`src/sv/tcse_pkg.sv`:
```
package tcse_pkg;

  // Sizing of the debounce table and of the sample index.
  localparam int RECENT_DEPTH = 32;
  localparam int INDEX_BITS   = 32;
  localparam int FRAC_BITS    = 8;

  // Fixed field widths of the channels and the register file.
  localparam int SAMPLE_W   = 40;
  localparam int CODE_W     = 32;
  localparam int FIELD_W    = 32;
  localparam int THR_W      = 16;
  localparam int CFG_ADDR_W = 2;
  localparam int CFG_DATA_W = 32;

  localparam int IDX_W   = (RECENT_DEPTH > 1) ? $clog2(RECENT_DEPTH) : 1;
  localparam int FILL_W  = $clog2(RECENT_DEPTH + 1);
  localparam int CMP_W   = (INDEX_BITS > 32) ? INDEX_BITS : 32;
  localparam int ENTRY_W = CODE_W + INDEX_BITS;

  // Rounding offset: one half in the sample's fixed-point format.
  localparam logic [SAMPLE_W+1:0] ROUND_HALF = (SAMPLE_W + 2)'((1 << FRAC_BITS) >> 1);

  typedef enum logic [CFG_ADDR_W-1:0] {
    REG_CODE_MASK    = 2'd0,
    REG_ZERO_THR     = 2'd1,
    REG_DROP_ZERO    = 2'd2,
    REG_MIN_INTERVAL = 2'd3
  } cfg_reg_t;

  typedef struct packed {
    logic signed [SAMPLE_W-1:0] sample_value;
    logic                       sample_invalid;
    logic                       record_end;
  } in_item_t;

  typedef struct packed {
    logic signed [CODE_W-1:0] event_code;
    logic [FIELD_W-1:0]       onset_index;
    logic [FIELD_W-1:0]       duration_samples;
    logic                     final_event;
  } out_item_t;

  typedef struct packed {
    logic [CODE_W-1:0]  code_mask;
    logic [THR_W-1:0]   zero_threshold;
    logic               drop_zero_codes;
    logic [FIELD_W-1:0] min_interval_samples;
  } cfg_regs_t;

  typedef struct packed {
    logic [CODE_W-1:0]     code;
    logic [INDEX_BITS-1:0] onset;
  } recent_entry_t;

endpackage

```
`src/sv/tcse_ram.sv`:
```
module tcse_ram #(
  parameter int WIDTH = 8,
  parameter int DEPTH = 16
) (
  input  logic                                     clk,
  input  logic                                     we,
  input  logic [((DEPTH > 1) ? $clog2(DEPTH) : 1)-1:0] waddr,
  input  logic [WIDTH-1:0]                         wdata,
  input  logic [((DEPTH > 1) ? $clog2(DEPTH) : 1)-1:0] raddr,
  output logic [WIDTH-1:0]                         rdata
);

  logic [WIDTH-1:0] mem_r [DEPTH];

  always_ff @(posedge clk) begin
    if (we) begin
      mem_r[waddr] <= wdata;
    end
    rdata <= mem_r[raddr];
  end

endmodule

```
`src/sv/tcse_decode.sv`:
```
module tcse_decode import tcse_pkg::*; (
  input  logic              clk,
  input  logic              rst_n,
  input  logic              start,
  input  in_item_t          sample,
  input  cfg_regs_t         cfg,
  output logic              done,
  output logic [CODE_W-1:0] code
);

  logic              v1_r, v2_r, v3_r;
  logic [CODE_W-1:0] rmag_r;
  logic              neg1_r;
  logic              inv1_r, inv2_r;
  logic [CODE_W-1:0] code2_r;
  logic [CODE_W-1:0] cur_r;

  logic [SAMPLE_W+1:0] sv;
  logic [SAMPLE_W+1:0] rnd;
  logic                neg;
  logic [CODE_W-1:0]   signed_code;
  logic [CODE_W-1:0]   mask_eff;
  logic [CODE_W-1:0]   cmag;
  logic                small_mag;

  // Stage 1: magnitude plus one half in a single subtract or add.
  always_comb begin
    sv  = (SAMPLE_W + 2)'(sample.sample_value);
    neg = sample.sample_value[SAMPLE_W-1];
    rnd = neg ? (ROUND_HALF - sv) : (sv + ROUND_HALF);
  end

  // Stage 2: restore sign modulo 2^32 and mask.
  always_comb begin
    signed_code = neg1_r ? (CODE_W'(0) - rmag_r) : rmag_r;
    mask_eff    = (cfg.code_mask == '0) ? '1 : cfg.code_mask;
  end

  // Stage 3: magnitude of the 32-bit code against the threshold.
  always_comb begin
    cmag      = code2_r[CODE_W-1] ? (CODE_W'(0) - code2_r) : code2_r;
    small_mag = cmag <= CODE_W'(cfg.zero_threshold);
  end

  always_ff @(posedge clk) begin
    if (!rst_n) begin
      v1_r <= 1'b0;
      v2_r <= 1'b0;
      v3_r <= 1'b0;
    end else begin
      v1_r <= start;
      v2_r <= v1_r;
      v3_r <= v2_r;
    end
  end

  always_ff @(posedge clk) begin
    if (start) begin
      rmag_r <= CODE_W'(rnd >> FRAC_BITS);
      neg1_r <= neg;
      inv1_r <= sample.sample_invalid;
    end
    if (v1_r) begin
      code2_r <= signed_code & mask_eff;
      inv2_r  <= inv1_r;
    end
    if (v2_r) begin
      cur_r <= (inv2_r || small_mag) ? '0 : code2_r;
    end
  end

  assign done = v3_r;
  assign code = cur_r;

endmodule

```
`src/sv/tcse_match.sv`:
```
module tcse_match import tcse_pkg::*; (
  input  recent_entry_t         entry,
  input  logic [CODE_W-1:0]     code,
  input  logic [INDEX_BITS-1:0] t,
  input  logic [FIELD_W-1:0]    min_interval,
  output logic                  hit
);

  logic [INDEX_BITS-1:0] diff;

  // One subtract and three compares: the entry blocks the code if it holds
  // that code, began no later than t and less than the window before it.
  always_comb begin
    diff = t - entry.onset;
    hit  = (entry.code == code) && (t >= entry.onset) &&
           (CMP_W'(diff) < CMP_W'(min_interval));
  end

endmodule

```
`src/sv/trigger_code_segment_extractor_unit.sv`:
```
// Trigger code segment extractor.
// Input channel (in_valid / in_stall / in_data): one trigger sample per
// transfer, signed fixed point with FRAC_BITS fraction bits, a non-finite
// flag and an end-of-recording flag. Output channel (out_valid / out_stall /
// out_data): one event per transfer with code, onset index, duration and a
// final-run flag. Config port (cfg_we / cfg_addr / cfg_wdata): write while idle.
// One sample is worked on at a time; in_stall is low only between samples.
// A sample that closes no run passes the three decode stages and the run
// update before in_stall drops again. Each closed run is then checked and,
// if kept, emitted, after a scan of the filled entries of the debounce table
// when debounce is on, since a single compare unit walks the table RAM one
// entry per cycle. Events sit in one output register, so a new sample is
// taken while an event waits; if the receiver stalls and a second event is
// ready, the sequencer holds until the register frees. Reset clears the run
// tracker, the table fill count and the control and config registers
// (drop_zero_codes resets to 1); the table RAM needs no clearing pass
// because only entries below the fill count are read.
module trigger_code_segment_extractor_unit import tcse_pkg::*; (
  input  logic                  clk,
  input  logic                  rst_n,
  input  logic                  in_valid,
  output logic                  in_stall,
  input  in_item_t              in_data,
  output logic                  out_valid,
  input  logic                  out_stall,
  output out_item_t             out_data,
  input  logic                  cfg_we,
  input  logic [CFG_ADDR_W-1:0] cfg_addr,
  input  logic [CFG_DATA_W-1:0] cfg_wdata
);

  typedef enum logic [6:0] {
    S_IDLE   = 7'b0000001,
    S_DECODE = 7'b0000010,
    S_UPDATE = 7'b0000100,
    S_CHECK  = 7'b0001000,
    S_SCAN   = 7'b0010000,
    S_EMIT   = 7'b0100000,
    S_NEXT   = 7'b1000000
  } state_t;

  state_t                state_r, state_nxt;
  cfg_regs_t             cfg_r;
  logic                  rec_end_r, rec_end_nxt;
  logic [CODE_W-1:0]     prev_code_r, prev_code_nxt;
  logic [INDEX_BITS-1:0] run_start_r, run_start_nxt;
  logic [INDEX_BITS-1:0] sample_count_r, sample_count_nxt;
  logic                  started_r, started_nxt;
  logic [FILL_W-1:0]     recent_fill_r, recent_fill_nxt;
  logic [IDX_W-1:0]      replace_slot_r, replace_slot_nxt;
  logic [CODE_W-1:0]     cl_code_r, cl_code_nxt;
  logic [INDEX_BITS-1:0] cl_start_r, cl_start_nxt;
  logic [INDEX_BITS-1:0] cl_end_r, cl_end_nxt;
  logic                  cl_final_r, cl_final_nxt;
  logic                  end_pend_r, end_pend_nxt;
  logic [IDX_W-1:0]      scan_idx_r, scan_idx_nxt;
  logic                  out_valid_r, out_valid_nxt;
  out_item_t             out_data_r, out_data_nxt;

  logic                  in_xfer;
  logic                  dec_done;
  logic [CODE_W-1:0]     dec_code;
  logic                  ram_we;
  logic [IDX_W-1:0]      ram_waddr;
  logic [IDX_W-1:0]      ram_raddr;
  logic [ENTRY_W-1:0]    ram_rdata;
  recent_entry_t         wr_entry;
  recent_entry_t         rd_entry;
  logic                  scan_hit;

  assign in_stall = (state_r != S_IDLE);
  assign in_xfer  = in_valid && !in_stall;
  assign out_valid = out_valid_r;
  assign out_data  = out_data_r;

  // Three-stage decoder: round, sign and mask, threshold.
  tcse_decode u_decode (
    .clk   (clk),
    .rst_n (rst_n),
    .start (in_xfer),
    .sample(in_data),
    .cfg   (cfg_r),
    .done  (dec_done),
    .code  (dec_code)
  );

  // Debounce table: code and onset of recently emitted events.
  assign wr_entry = '{code: cl_code_r, onset: cl_start_r};
  assign rd_entry = recent_entry_t'(ram_rdata);

  tcse_ram #(
    .WIDTH(ENTRY_W),
    .DEPTH(RECENT_DEPTH)
  ) u_recent (
    .clk  (clk),
    .we   (ram_we),
    .waddr(ram_waddr),
    .wdata(ENTRY_W'(wr_entry)),
    .raddr(ram_raddr),
    .rdata(ram_rdata)
  );

  // Shared compare unit, stepped over the table one entry a cycle.
  tcse_match u_match (
    .entry       (rd_entry),
    .code        (cl_code_r),
    .t           (cl_start_r),
    .min_interval(cfg_r.min_interval_samples),
    .hit         (scan_hit)
  );

  // Write address: append while the table fills, then replace oldest first.
  assign ram_waddr = (recent_fill_r < FILL_W'(RECENT_DEPTH)) ? IDX_W'(recent_fill_r)
                                                             : replace_slot_r;
  // Read entry 0 on the way into the scan, then always one ahead.
  assign ram_raddr = (state_r == S_CHECK) ? '0 : IDX_W'(scan_idx_r + 1'b1);

  always_comb begin
    logic                  changed;
    logic [INDEX_BITS-1:0] count_inc;

    state_nxt        = state_r;
    rec_end_nxt      = rec_end_r;
    prev_code_nxt    = prev_code_r;
    run_start_nxt    = run_start_r;
    sample_count_nxt = sample_count_r;
    started_nxt      = started_r;
    recent_fill_nxt  = recent_fill_r;
    replace_slot_nxt = replace_slot_r;
    cl_code_nxt      = cl_code_r;
    cl_start_nxt     = cl_start_r;
    cl_end_nxt       = cl_end_r;
    cl_final_nxt     = cl_final_r;
    end_pend_nxt     = end_pend_r;
    scan_idx_nxt     = scan_idx_r;
    out_valid_nxt    = out_valid_r;
    out_data_nxt     = out_data_r;
    ram_we           = 1'b0;
    changed          = 1'b0;
    // Saturate the sample index at its all-ones value.
    count_inc = (sample_count_r == '1) ? sample_count_r : sample_count_r + 1'b1;

    // Drop the waiting event once the receiver takes it.
    if (out_valid_r && !out_stall) begin
      out_valid_nxt = 1'b0;
    end

    case (state_r)
      S_IDLE: begin
        if (in_xfer) begin
          rec_end_nxt = in_data.record_end;
          state_nxt   = S_DECODE;
        end
      end

      S_DECODE: begin
        if (dec_done) begin
          state_nxt = S_UPDATE;
        end
      end

      S_UPDATE: begin
        if (!started_r) begin
          // First sample of a recording opens a run at index 0.
          prev_code_nxt    = dec_code;
          run_start_nxt    = '0;
          sample_count_nxt = INDEX_BITS'(1);
          started_nxt      = 1'b1;
        end else if (dec_code != prev_code_r) begin
          // Code change: close the open run at the current index.
          changed          = 1'b1;
          cl_code_nxt      = prev_code_r;
          cl_start_nxt     = run_start_r;
          cl_end_nxt       = sample_count_r;
          cl_final_nxt     = 1'b0;
          prev_code_nxt    = dec_code;
          run_start_nxt    = sample_count_r;
          sample_count_nxt = count_inc;
        end else begin
          sample_count_nxt = count_inc;
        end

        if (changed) begin
          end_pend_nxt = rec_end_r;
          state_nxt    = S_CHECK;
        end else if (rec_end_r) begin
          // Close the final run straight away.
          cl_code_nxt  = dec_code;
          cl_start_nxt = run_start_nxt;
          cl_end_nxt   = sample_count_nxt;
          cl_final_nxt = 1'b1;
          end_pend_nxt = 1'b0;
          state_nxt    = S_CHECK;
        end else begin
          state_nxt = S_IDLE;
        end
      end

      S_CHECK: begin
        if (cl_start_r == '0 || (cfg_r.drop_zero_codes && cl_code_r == '0) ||
            cl_end_r <= cl_start_r) begin
          state_nxt = S_NEXT;
        end else if (cfg_r.min_interval_samples == '0 || recent_fill_r == '0) begin
          state_nxt = S_EMIT;
        end else begin
          scan_idx_nxt = '0;
          state_nxt    = S_SCAN;
        end
      end

      S_SCAN: begin
        if (scan_hit) begin
          state_nxt = S_NEXT;
        end else if (FILL_W'(scan_idx_r) + 1'b1 == recent_fill_r) begin
          state_nxt = S_EMIT;
        end else begin
          scan_idx_nxt = IDX_W'(scan_idx_r + 1'b1);
        end
      end

      S_EMIT: begin
        // Hold until the output register is free or frees this cycle.
        if (!out_valid_r || !out_stall) begin
          out_valid_nxt                 = 1'b1;
          out_data_nxt.event_code       = cl_code_r;
          out_data_nxt.onset_index      = FIELD_W'(cl_start_r);
          out_data_nxt.duration_samples = FIELD_W'(cl_end_r - cl_start_r);
          out_data_nxt.final_event      = cl_final_r;
          if (cfg_r.min_interval_samples != '0) begin
            ram_we = 1'b1;
            if (recent_fill_r < FILL_W'(RECENT_DEPTH)) begin
              recent_fill_nxt = recent_fill_r + 1'b1;
            end else if (replace_slot_r == IDX_W'(RECENT_DEPTH - 1)) begin
              replace_slot_nxt = '0;
            end else begin
              replace_slot_nxt = replace_slot_r + 1'b1;
            end
          end
          state_nxt = S_NEXT;
        end
      end

      S_NEXT: begin
        if (cl_final_r) begin
          // End of recording: return the tracker to its reset state.
          prev_code_nxt    = '0;
          run_start_nxt    = '0;
          sample_count_nxt = '0;
          started_nxt      = 1'b0;
          recent_fill_nxt  = '0;
          replace_slot_nxt = '0;
          state_nxt        = S_IDLE;
        end else if (end_pend_r) begin
          // Second close of the sample: the one-sample final run.
          cl_code_nxt  = prev_code_r;
          cl_start_nxt = run_start_r;
          cl_end_nxt   = sample_count_r;
          cl_final_nxt = 1'b1;
          end_pend_nxt = 1'b0;
          state_nxt    = S_CHECK;
        end else begin
          state_nxt = S_IDLE;
        end
      end

      default: begin
        state_nxt = S_IDLE;
      end
    endcase
  end

  always_ff @(posedge clk) begin
    if (!rst_n) begin
      state_r        <= S_IDLE;
      prev_code_r    <= '0;
      run_start_r    <= '0;
      sample_count_r <= '0;
      started_r      <= 1'b0;
      recent_fill_r  <= '0;
      replace_slot_r <= '0;
      end_pend_r     <= 1'b0;
      out_valid_r    <= 1'b0;
    end else begin
      state_r        <= state_nxt;
      prev_code_r    <= prev_code_nxt;
      run_start_r    <= run_start_nxt;
      sample_count_r <= sample_count_nxt;
      started_r      <= started_nxt;
      recent_fill_r  <= recent_fill_nxt;
      replace_slot_r <= replace_slot_nxt;
      end_pend_r     <= end_pend_nxt;
      out_valid_r    <= out_valid_nxt;
    end
  end

  // Payload registers: no reset needed.
  always_ff @(posedge clk) begin
    rec_end_r  <= rec_end_nxt;
    cl_code_r  <= cl_code_nxt;
    cl_start_r <= cl_start_nxt;
    cl_end_r   <= cl_end_nxt;
    cl_final_r <= cl_final_nxt;
    scan_idx_r <= scan_idx_nxt;
    out_data_r <= out_data_nxt;
  end

  // Register file.
  always_ff @(posedge clk) begin
    if (!rst_n) begin
      cfg_r.code_mask            <= '0;
      cfg_r.zero_threshold       <= '0;
      cfg_r.drop_zero_codes      <= 1'b1;
      cfg_r.min_interval_samples <= '0;
    end else if (cfg_we) begin
      case (cfg_addr)
        REG_CODE_MASK:    cfg_r.code_mask            <= cfg_wdata[CODE_W-1:0];
        REG_ZERO_THR:     cfg_r.zero_threshold       <= cfg_wdata[THR_W-1:0];
        REG_DROP_ZERO:    cfg_r.drop_zero_codes      <= cfg_wdata[0];
        REG_MIN_INTERVAL: cfg_r.min_interval_samples <= cfg_wdata[FIELD_W-1:0];
        default: begin
        end
      endcase
    end
  end

  // An idle tracker has counted no samples.
  a_idle_count: assert property (@(posedge clk) disable iff (!rst_n)
    !started_r |-> sample_count_r == '0)
    else $error("sample count nonzero while no run is open");

  // The fill count never passes the table depth.
  a_fill_bound: assert property (@(posedge clk) disable iff (!rst_n)
    recent_fill_r <= FILL_W'(RECENT_DEPTH))
    else $error("debounce table fill count out of range");

  // A scan only runs with debounce on and entries to visit.
  a_scan_cond: assert property (@(posedge clk) disable iff (!rst_n)
    state_r == S_SCAN |-> cfg_r.min_interval_samples != '0 && recent_fill_r != '0)
    else $error("table scan without entries or with debounce off");

  // A newly loaded event never carries a zero length.
  a_nonzero_len: assert property (@(posedge clk) disable iff (!rst_n)
    state_r == S_EMIT && (!out_valid_r || !out_stall) |=>
      out_valid_r && out_data_r.duration_samples != '0)
    else $error("event loaded with zero duration");

endmodule
```
`config.mk`:
```
export PLATFORM = sky130hd
export DESIGN_NAME = trigger_code_segment_extractor_unit
export DESIGN_NICKNAME = d
export VERILOG_FILES = /design/src/sv/tcse_pkg.sv /design/src/sv/tcse_ram.sv /design/src/sv/tcse_decode.sv /design/src/sv/tcse_match.sv /design/src/sv/trigger_code_segment_extractor_unit.sv
export SDC_FILE = /design/constraint.sdc
export NUM_CORES = 2
export LEC_CHECK = 0
export BUFFER_PORTS_ARGS = -buffer_cell sky130_fd_sc_hd__buf_2
export CAP_MARGIN = 10
export CORE_MARGIN = 5
export CORE_UTILIZATION = 45
export DETAILED_ROUTE_END_ITERATION = 12
export SLEW_MARGIN = 20
export SYNTH_ARGS = -nofsm -noshare
export SYNTH_HDL_FRONTEND = slang
export SYNTH_SLANG_ARGS = --single-unit
```
`constraint.sdc`:
```
create_clock -name clk -period 13.8 [get_ports clk]
set_clock_uncertainty 0.1 [all_clocks]
set_input_delay 1.38 -clock clk [delete_from_list [all_inputs] [get_ports clk]]
set_output_delay 1.38 -clock clk [all_outputs]
set_load 0.01 [all_outputs]
```
## Word-level counts from Yosys, hierarchy flattened

Memory sizes are Yosys's and may differ from the RTL's. A register that Yosys moved wholly into a read port is not among the register bits.
Cells that the tools add are included.

- Mux-type cells: 89
- Bitwise operators: 1
- Eq/ne operators: 32
- Add/sub/neg operators: 11
- Magnitude comparators: 5
- Reduce and logical (&&, ||, !) cells: 37

Operators by type and width:

| cell | count |
|---|---|
| $mux W32 | 28 |
| $pmux W32 S2 | 6 |
| $logic_not A32 Y1 | 4 |
| $sub A1 B32 Y32 const A | 2 |
| $sub A32 B32 Y32 | 2 |
| $mux W5 | 11 |
| $pmux W7 S7 | 1 |
| $mux W7 | 6 |
| $add A40 B9 Y40 const B | 1 |
| $mux W40 | 1 |
| $sub A9 B40 Y40 const A | 1 |
| $add A32 B1 Y32 const B | 1 |
| $and A32 B32 Y32 | 1 |
| $eq A32 B32 Y1 | 1 |
| $eq A32 B32 Y1 const B | 1 |
| $ge A32 B32 Y1 | 1 |
| $le A32 B16 Y1 | 1 |
| $le A32 B32 Y1 | 1 |
| $lt A32 B32 Y1 | 1 |
| $ne A32 B32 Y1 | 1 |
| $reduce_bool A32 Y1 | 1 |
| $mux W6 | 5 |
| $ne A2 B2 Y1 const B | 11 |
| $mux W1 | 21 |
| other kinds (32) | 65 |

- Word-level logic and storage cells: 208
- Bits in writable memories: 2048
- Output and inout bits: 99
- Bits in registers: 500
- Memories: 1

Memory list:

| name | words | bits a word | rd ports | clocked after Yosys merged registers in | wr ports | RTL line | text |
|---|---|---|---|---|---|---|---|
| u_recent.mem_r | 32 | 64 | 1 | 1 | 1 | tcse_ram.sv:13 | `logic [WIDTH-1:0] mem_r [DEPTH];` |

## Logic depth before layout (Yosys ltp)

- Depth after elaboration: 6
- Depth in mapped cells: 21
- Mapped depth without buffers: 21

## Cells and area by module

A second synthesis with hierarchy kept.

- Cells, all modules: 6148
- Area, all modules: 107237.8 sq um

Modules (own cells, without submodules):

| module | cells an instance | instances | area each (sq um) |
|---|---|---|---|
| tcse_ram | 3096 | 1 | 78964.5 |
| trigger_code_segment_extractor_unit | 1896 | 1 | 18376.4 |
| tcse_decode | 720 | 1 | 6844.1 |
| tcse_match | 436 | 1 | 3052.9 |

## Worst setup path after synthesis

OpenSTA, ideal clock, no wires.

- Kind: register -> register
- Start point: register state_r[6]
- End point: memory u_recent.mem_r[0][0] (netlist name), enable pin
- Data required time: 13214 ps
- Slack: 2716 ps
- Period minus slack after synthesis: 11084 ps
- Data arrival time: 10498 ps
- Setup time: 486 ps
- Stages on the path, launching flop included: 8
- Path buffers: 0
- Path through: dfxtp_1 > or4_1 > or4b_1 > a21oi_1 > o21ai_1 > nand2b_1 > or2_2 > nor2_1

- Longest elaborated chain between the ends: 4

RTL lines:

| item | RTL line | text |
|---|---|---|
| start, declared | trigger_code_segment_extractor_unit.sv:42 | `state_t state_r, state_nxt;` |
| start signal, assigned | trigger_code_segment_extractor_unit.sv:284 | `state_r <= state_nxt;` |
| $eq A7 B6 Y1 | trigger_code_segment_extractor_unit.sv:148 | `case (state_r)` |
| $mux W1 | trigger_code_segment_extractor_unit.sv:148 |  |
| $mux W1 | tcse_ram.sv:16 | `if (we) begin` |
| $mux W1 (implied by the code) | tcse_ram.sv:17 | `mem_r[waddr] <= wdata;` |
| end, declared | tcse_ram.sv:13 |  |

Every way passes these cells.

## Worst setup path in the final report

- Start point: register scan_idx_r[0]
- End point: register u_recent.rdata[60], read port of u_recent.mem_r

- Longest elaborated chain between the ends: 2

RTL lines:

| item | RTL line | text |
|---|---|---|
| start, declared | trigger_code_segment_extractor_unit.sv:56 | `logic [IDX_W-1:0] scan_idx_r, scan_idx_nxt;` |
| start signal, assigned | trigger_code_segment_extractor_unit.sv:303 | `scan_idx_r <= scan_idx_nxt;` |
| $add A5 B1 Y5 | trigger_code_segment_extractor_unit.sv:116 | `assign ram_raddr = (state_r == S_CHECK) ? '0 : IDX_W'(scan_idx_r + 1'b1);` |
| $mux W5 | trigger_code_segment_extractor_unit.sv:116 |  |
| end, declared | tcse_ram.sv:10 | `output logic [WIDTH-1:0] rdata` |

Every way passes these cells.
A chain may end at the register's enable or synchronous reset.

==> key figures <==
Drt
  – Initial DRC count: between 9000 and 10000
  – DR DRC count: 0
  – Routed met2 length: 167 mm
  – Highest Signal Layer: met5
  – WL met3: between 20 and 30 mm
  – WL final: about 350 mm
  – DRT met1 WL: 141 mm
  – Total number of vias: ~76000
  – Wire length per cell: around 29 µm
  – DRT Pass-1 Iters: 6
  – Number of antenna-violating nets in the routed design: 0
  – Vias/cell: between 6 and 7

Logic synthesis
  – Main synth FF type: edfxtp_1
  – Unique masters post-synth: 76
  – Synth Net Count: about 9000
  – Synth Cell Area: roughly 110000 µm²
  – Async SR Flop Fraction: 0
  – Sequential area share after synthesis: 0.685
  – Number of synthesized flops with an enable pin: approximately 2300
  – Seq cells post-synth: 2612
  – Avg Synthesized Cell Area: 12.5 µm²
  – Mapped Cells: 8828
  – Yosys Warn Count: 0

CTS
  – Clock sink total: ~2600
  – CTS resizes: 0
  – CTS Root Cell: clkbuf_16
  – Num CTS Buffers: roughly 290
  – Worst-Skew Late Latency: approximately 0.94 ns
  – TritonCTS clock tree: yes
  – Post CTS Setup Buffer Count: 0
  – Clock transition at path regs: 0.06 ns
  – H-tree levels: 5
  – Maximum buffer depth of the clock tree: 4
  – Hold buffers post-CTS: 0

STA
  – Final WS setup: about 8 ns
  – RSZ-0062 raised after global routing: false
  – Slew Limit Fails: 0
  – Worst Tran Pin Value: around 1.2 ns
  – Post-Route Setup TNS: 0 ns
  – Final setup violation count: 0
  – Max Fclk: between 150 and 200 MHz
  – Fin crit period: 5.79 ns
  – Period utilization: 0.420
  – Final hold vios: 0
  – Slew HR: 0.195

Pwr
  – Overall Power: ~17000 µW
  – Worst vdd ir: approximately 0.15 mV
  – Leak: 0.0411 µW
  – Pwr dens: ~140 nW/µm²

Finish
  – Final net count: roughly 9000
  – Area grow syn2layout: 12.3%
  – Design area: roughly 120000 µm²
  – Share of layout cells above drive strength 1: 0.0966
  – Post-layout util: 0.507

Min path
  – Hold Path Sink: cfg_r[35]
  – HP Class: flop to flop
  – Worst hold path startpoint: cfg_r[35]
  – Worst Hold Depth: 2

Global routing
  – Initial antenna violation count: 10
  – First-pass GRT wire length: approximately 510 mm
  – Largest net degree at the start of global routing: 193
  – Total gr overflow: 0
  – Number of global-route vias before repair: around 73000
  – GR Util All Layers: 0.266

Place
  – Pre-CTS setup slack: between 8 and 9 ns
  – Post-DP HPWL: 187 mm
  – Placed cell area: approximately 120000 µm²
  – Port bufs: 179
  – Routability cong.: just under 0.9

Setup path
  – CP Max Fanout: 72
  – Flop2flop setup slack: about 8.0 ns
  – Reg2reg end: u_recent.rdata[60]
  – CP Data Required Time: 14.54 ns
  – Worst reg2reg path depth: 12
  – Reg-to-reg startpoint: scan_idx_r[0]
  – CP Class: flop to flop
  – CP arrival: 6.54 ns
  – Crit. End Element: flop
  – CP Launch Type: flop

Status
  – Status: finished clean

Floorplanning
  – Starting density of the core: 0.451
  – Core Rows: 182
  – Core box area: approximately 250000 µm²
  – DIE HEIGHT: around 510 µm
  – DIE AREA: 256000 µm²
  – I/O pin cnt: 180
  – Die width: about 510 µm

Job
  – Maxcap violations: 0
## sequential cells by signal, indices dropped and copies added (netlist names), 64 cells and up
register	count
out_data	97
cfg_r	81
u_recent.mem_r	2048
u_recent.rdata	64
## how the worst max path moves through the flow
stage	startpoint	to	slack, ns	cells after the start
detailed placement	scan_idx_r[0]	u_recent.rdata[60]	8.00	12
CTS	scan_idx_r[0]	u_recent.rdata[60]	7.96	12
finish	scan_idx_r[0]	u_recent.rdata[60]	8.01	12
global placement	scan_idx_r[0]	u_recent.rdata[12]	7.87	11
global route	scan_idx_r[0]	u_recent.rdata[60]	7.64	12
floorplan	state_r[6]	u_recent.mem_r[0][0]	2.72	7
## synth_stat cells (24+ instances only)
master	instances	area (µm²)
a211oi_1	53	398
a21boi_0	91	683
a21o_1	100	751
a21oi_1	290	1450
a22oi_1	98	736
a311oi_1	58	508
a31oi_1	129	807
buf_1	39	146
clkbuf_1	563	2110
dfxtp_1	265	5310
edfxtp_1	2347	70500
ha_1	122	1530
inv_1	157	589
mux2i_1	172	1720
nand2_1	1407	5280
nand3_1	769	3850
nand4_1	46	288
nor2_1	261	980
nor2b_1	144	901
nor3_1	79	395
nor3b_2	27	338
nor4_1	60	375
o211ai_1	246	1850
o21ai_0	350	1750
o221ai_1	193	1690
o32ai_1	24	210
or3_1	262	1640
xnor2_1	82	718
xor2_1	126	1100
## kinds of logic after synthesis
| kind of cell | share of synthesized area |
|---|---|
| mux | 0.0158 |
| xor+xnor | 0.0165 |
| flops | 0.685 |
| simple gates | 0.136 |
| compound gates | 0.106 |
| fa+ha+maj | 0.0142 |
| buf+inv | 0.0266 |
## critical path: stages (launching register included)
cell      delay, ns
edfxtp_1       0.32
buf_4          0.55
ha_1           0.41
xnor2_1        0.20
nor2_4         0.84
buf_4          0.83
buf_4          0.67
buf_4          0.73
mux2i_1        0.17
a211oi_1       0.32
a31oi_1        0.07
a211oi_1       0.30
a21o_1         0.11
## stage by stage
stage               hold WS (ns)  cells
finish                     0.372  12326
global route               0.388  12323
CTS                        0.372  12320
detailed placement         0.364  11825
global placement           0.350  11823
floorplan                  0.300   8828
## layout by cell type, fill, tap and decap left out, drive strengths merged, types with 193 or more instances in the layout
cell    synthesis  layout
nor2          261     261
nand3         769     769
clkbuf        565     412
edfxtp       2347    2347
buf            44     389
a21oi         290     290
o211ai        246     246
o221ai        193     193
dfxtp         265     265
o21ai         364     364
or3           262     262
nand2        1407    1407
## layout make-up
class	instances	area, µm²
inverter	158	601
timing repair buffer	389	2670
sequential	2612	75800
fill	20678	121000
clock inverter	83	737
multi-input combinational	5447	32300
clock buffer	412	8090
antenna	5	12.5
tap	3220	4030
## per-layer routing
| layer | up-vias | track usage |
|---|---|---|
| li1 | 33350 | - |
| met1 | 38326 | 0.359 |
| met2 | 3772 | 0.436 |
| met3 | 701 | 0.0409 |
| met4 | 2 | 0.101 |
| met5 | - | 0 |
## report_power, final
part           switching (µW)  leakage (µW)  internal, µW  total (µW)
clock network            3040       0.00431          4290        7330
logic                     481        0.0135           278         760
registers                 113        0.0233          8700        8810
total                    3640        0.0411         13300       16900
Note: power is estimated with default switching activity, not from simulation.
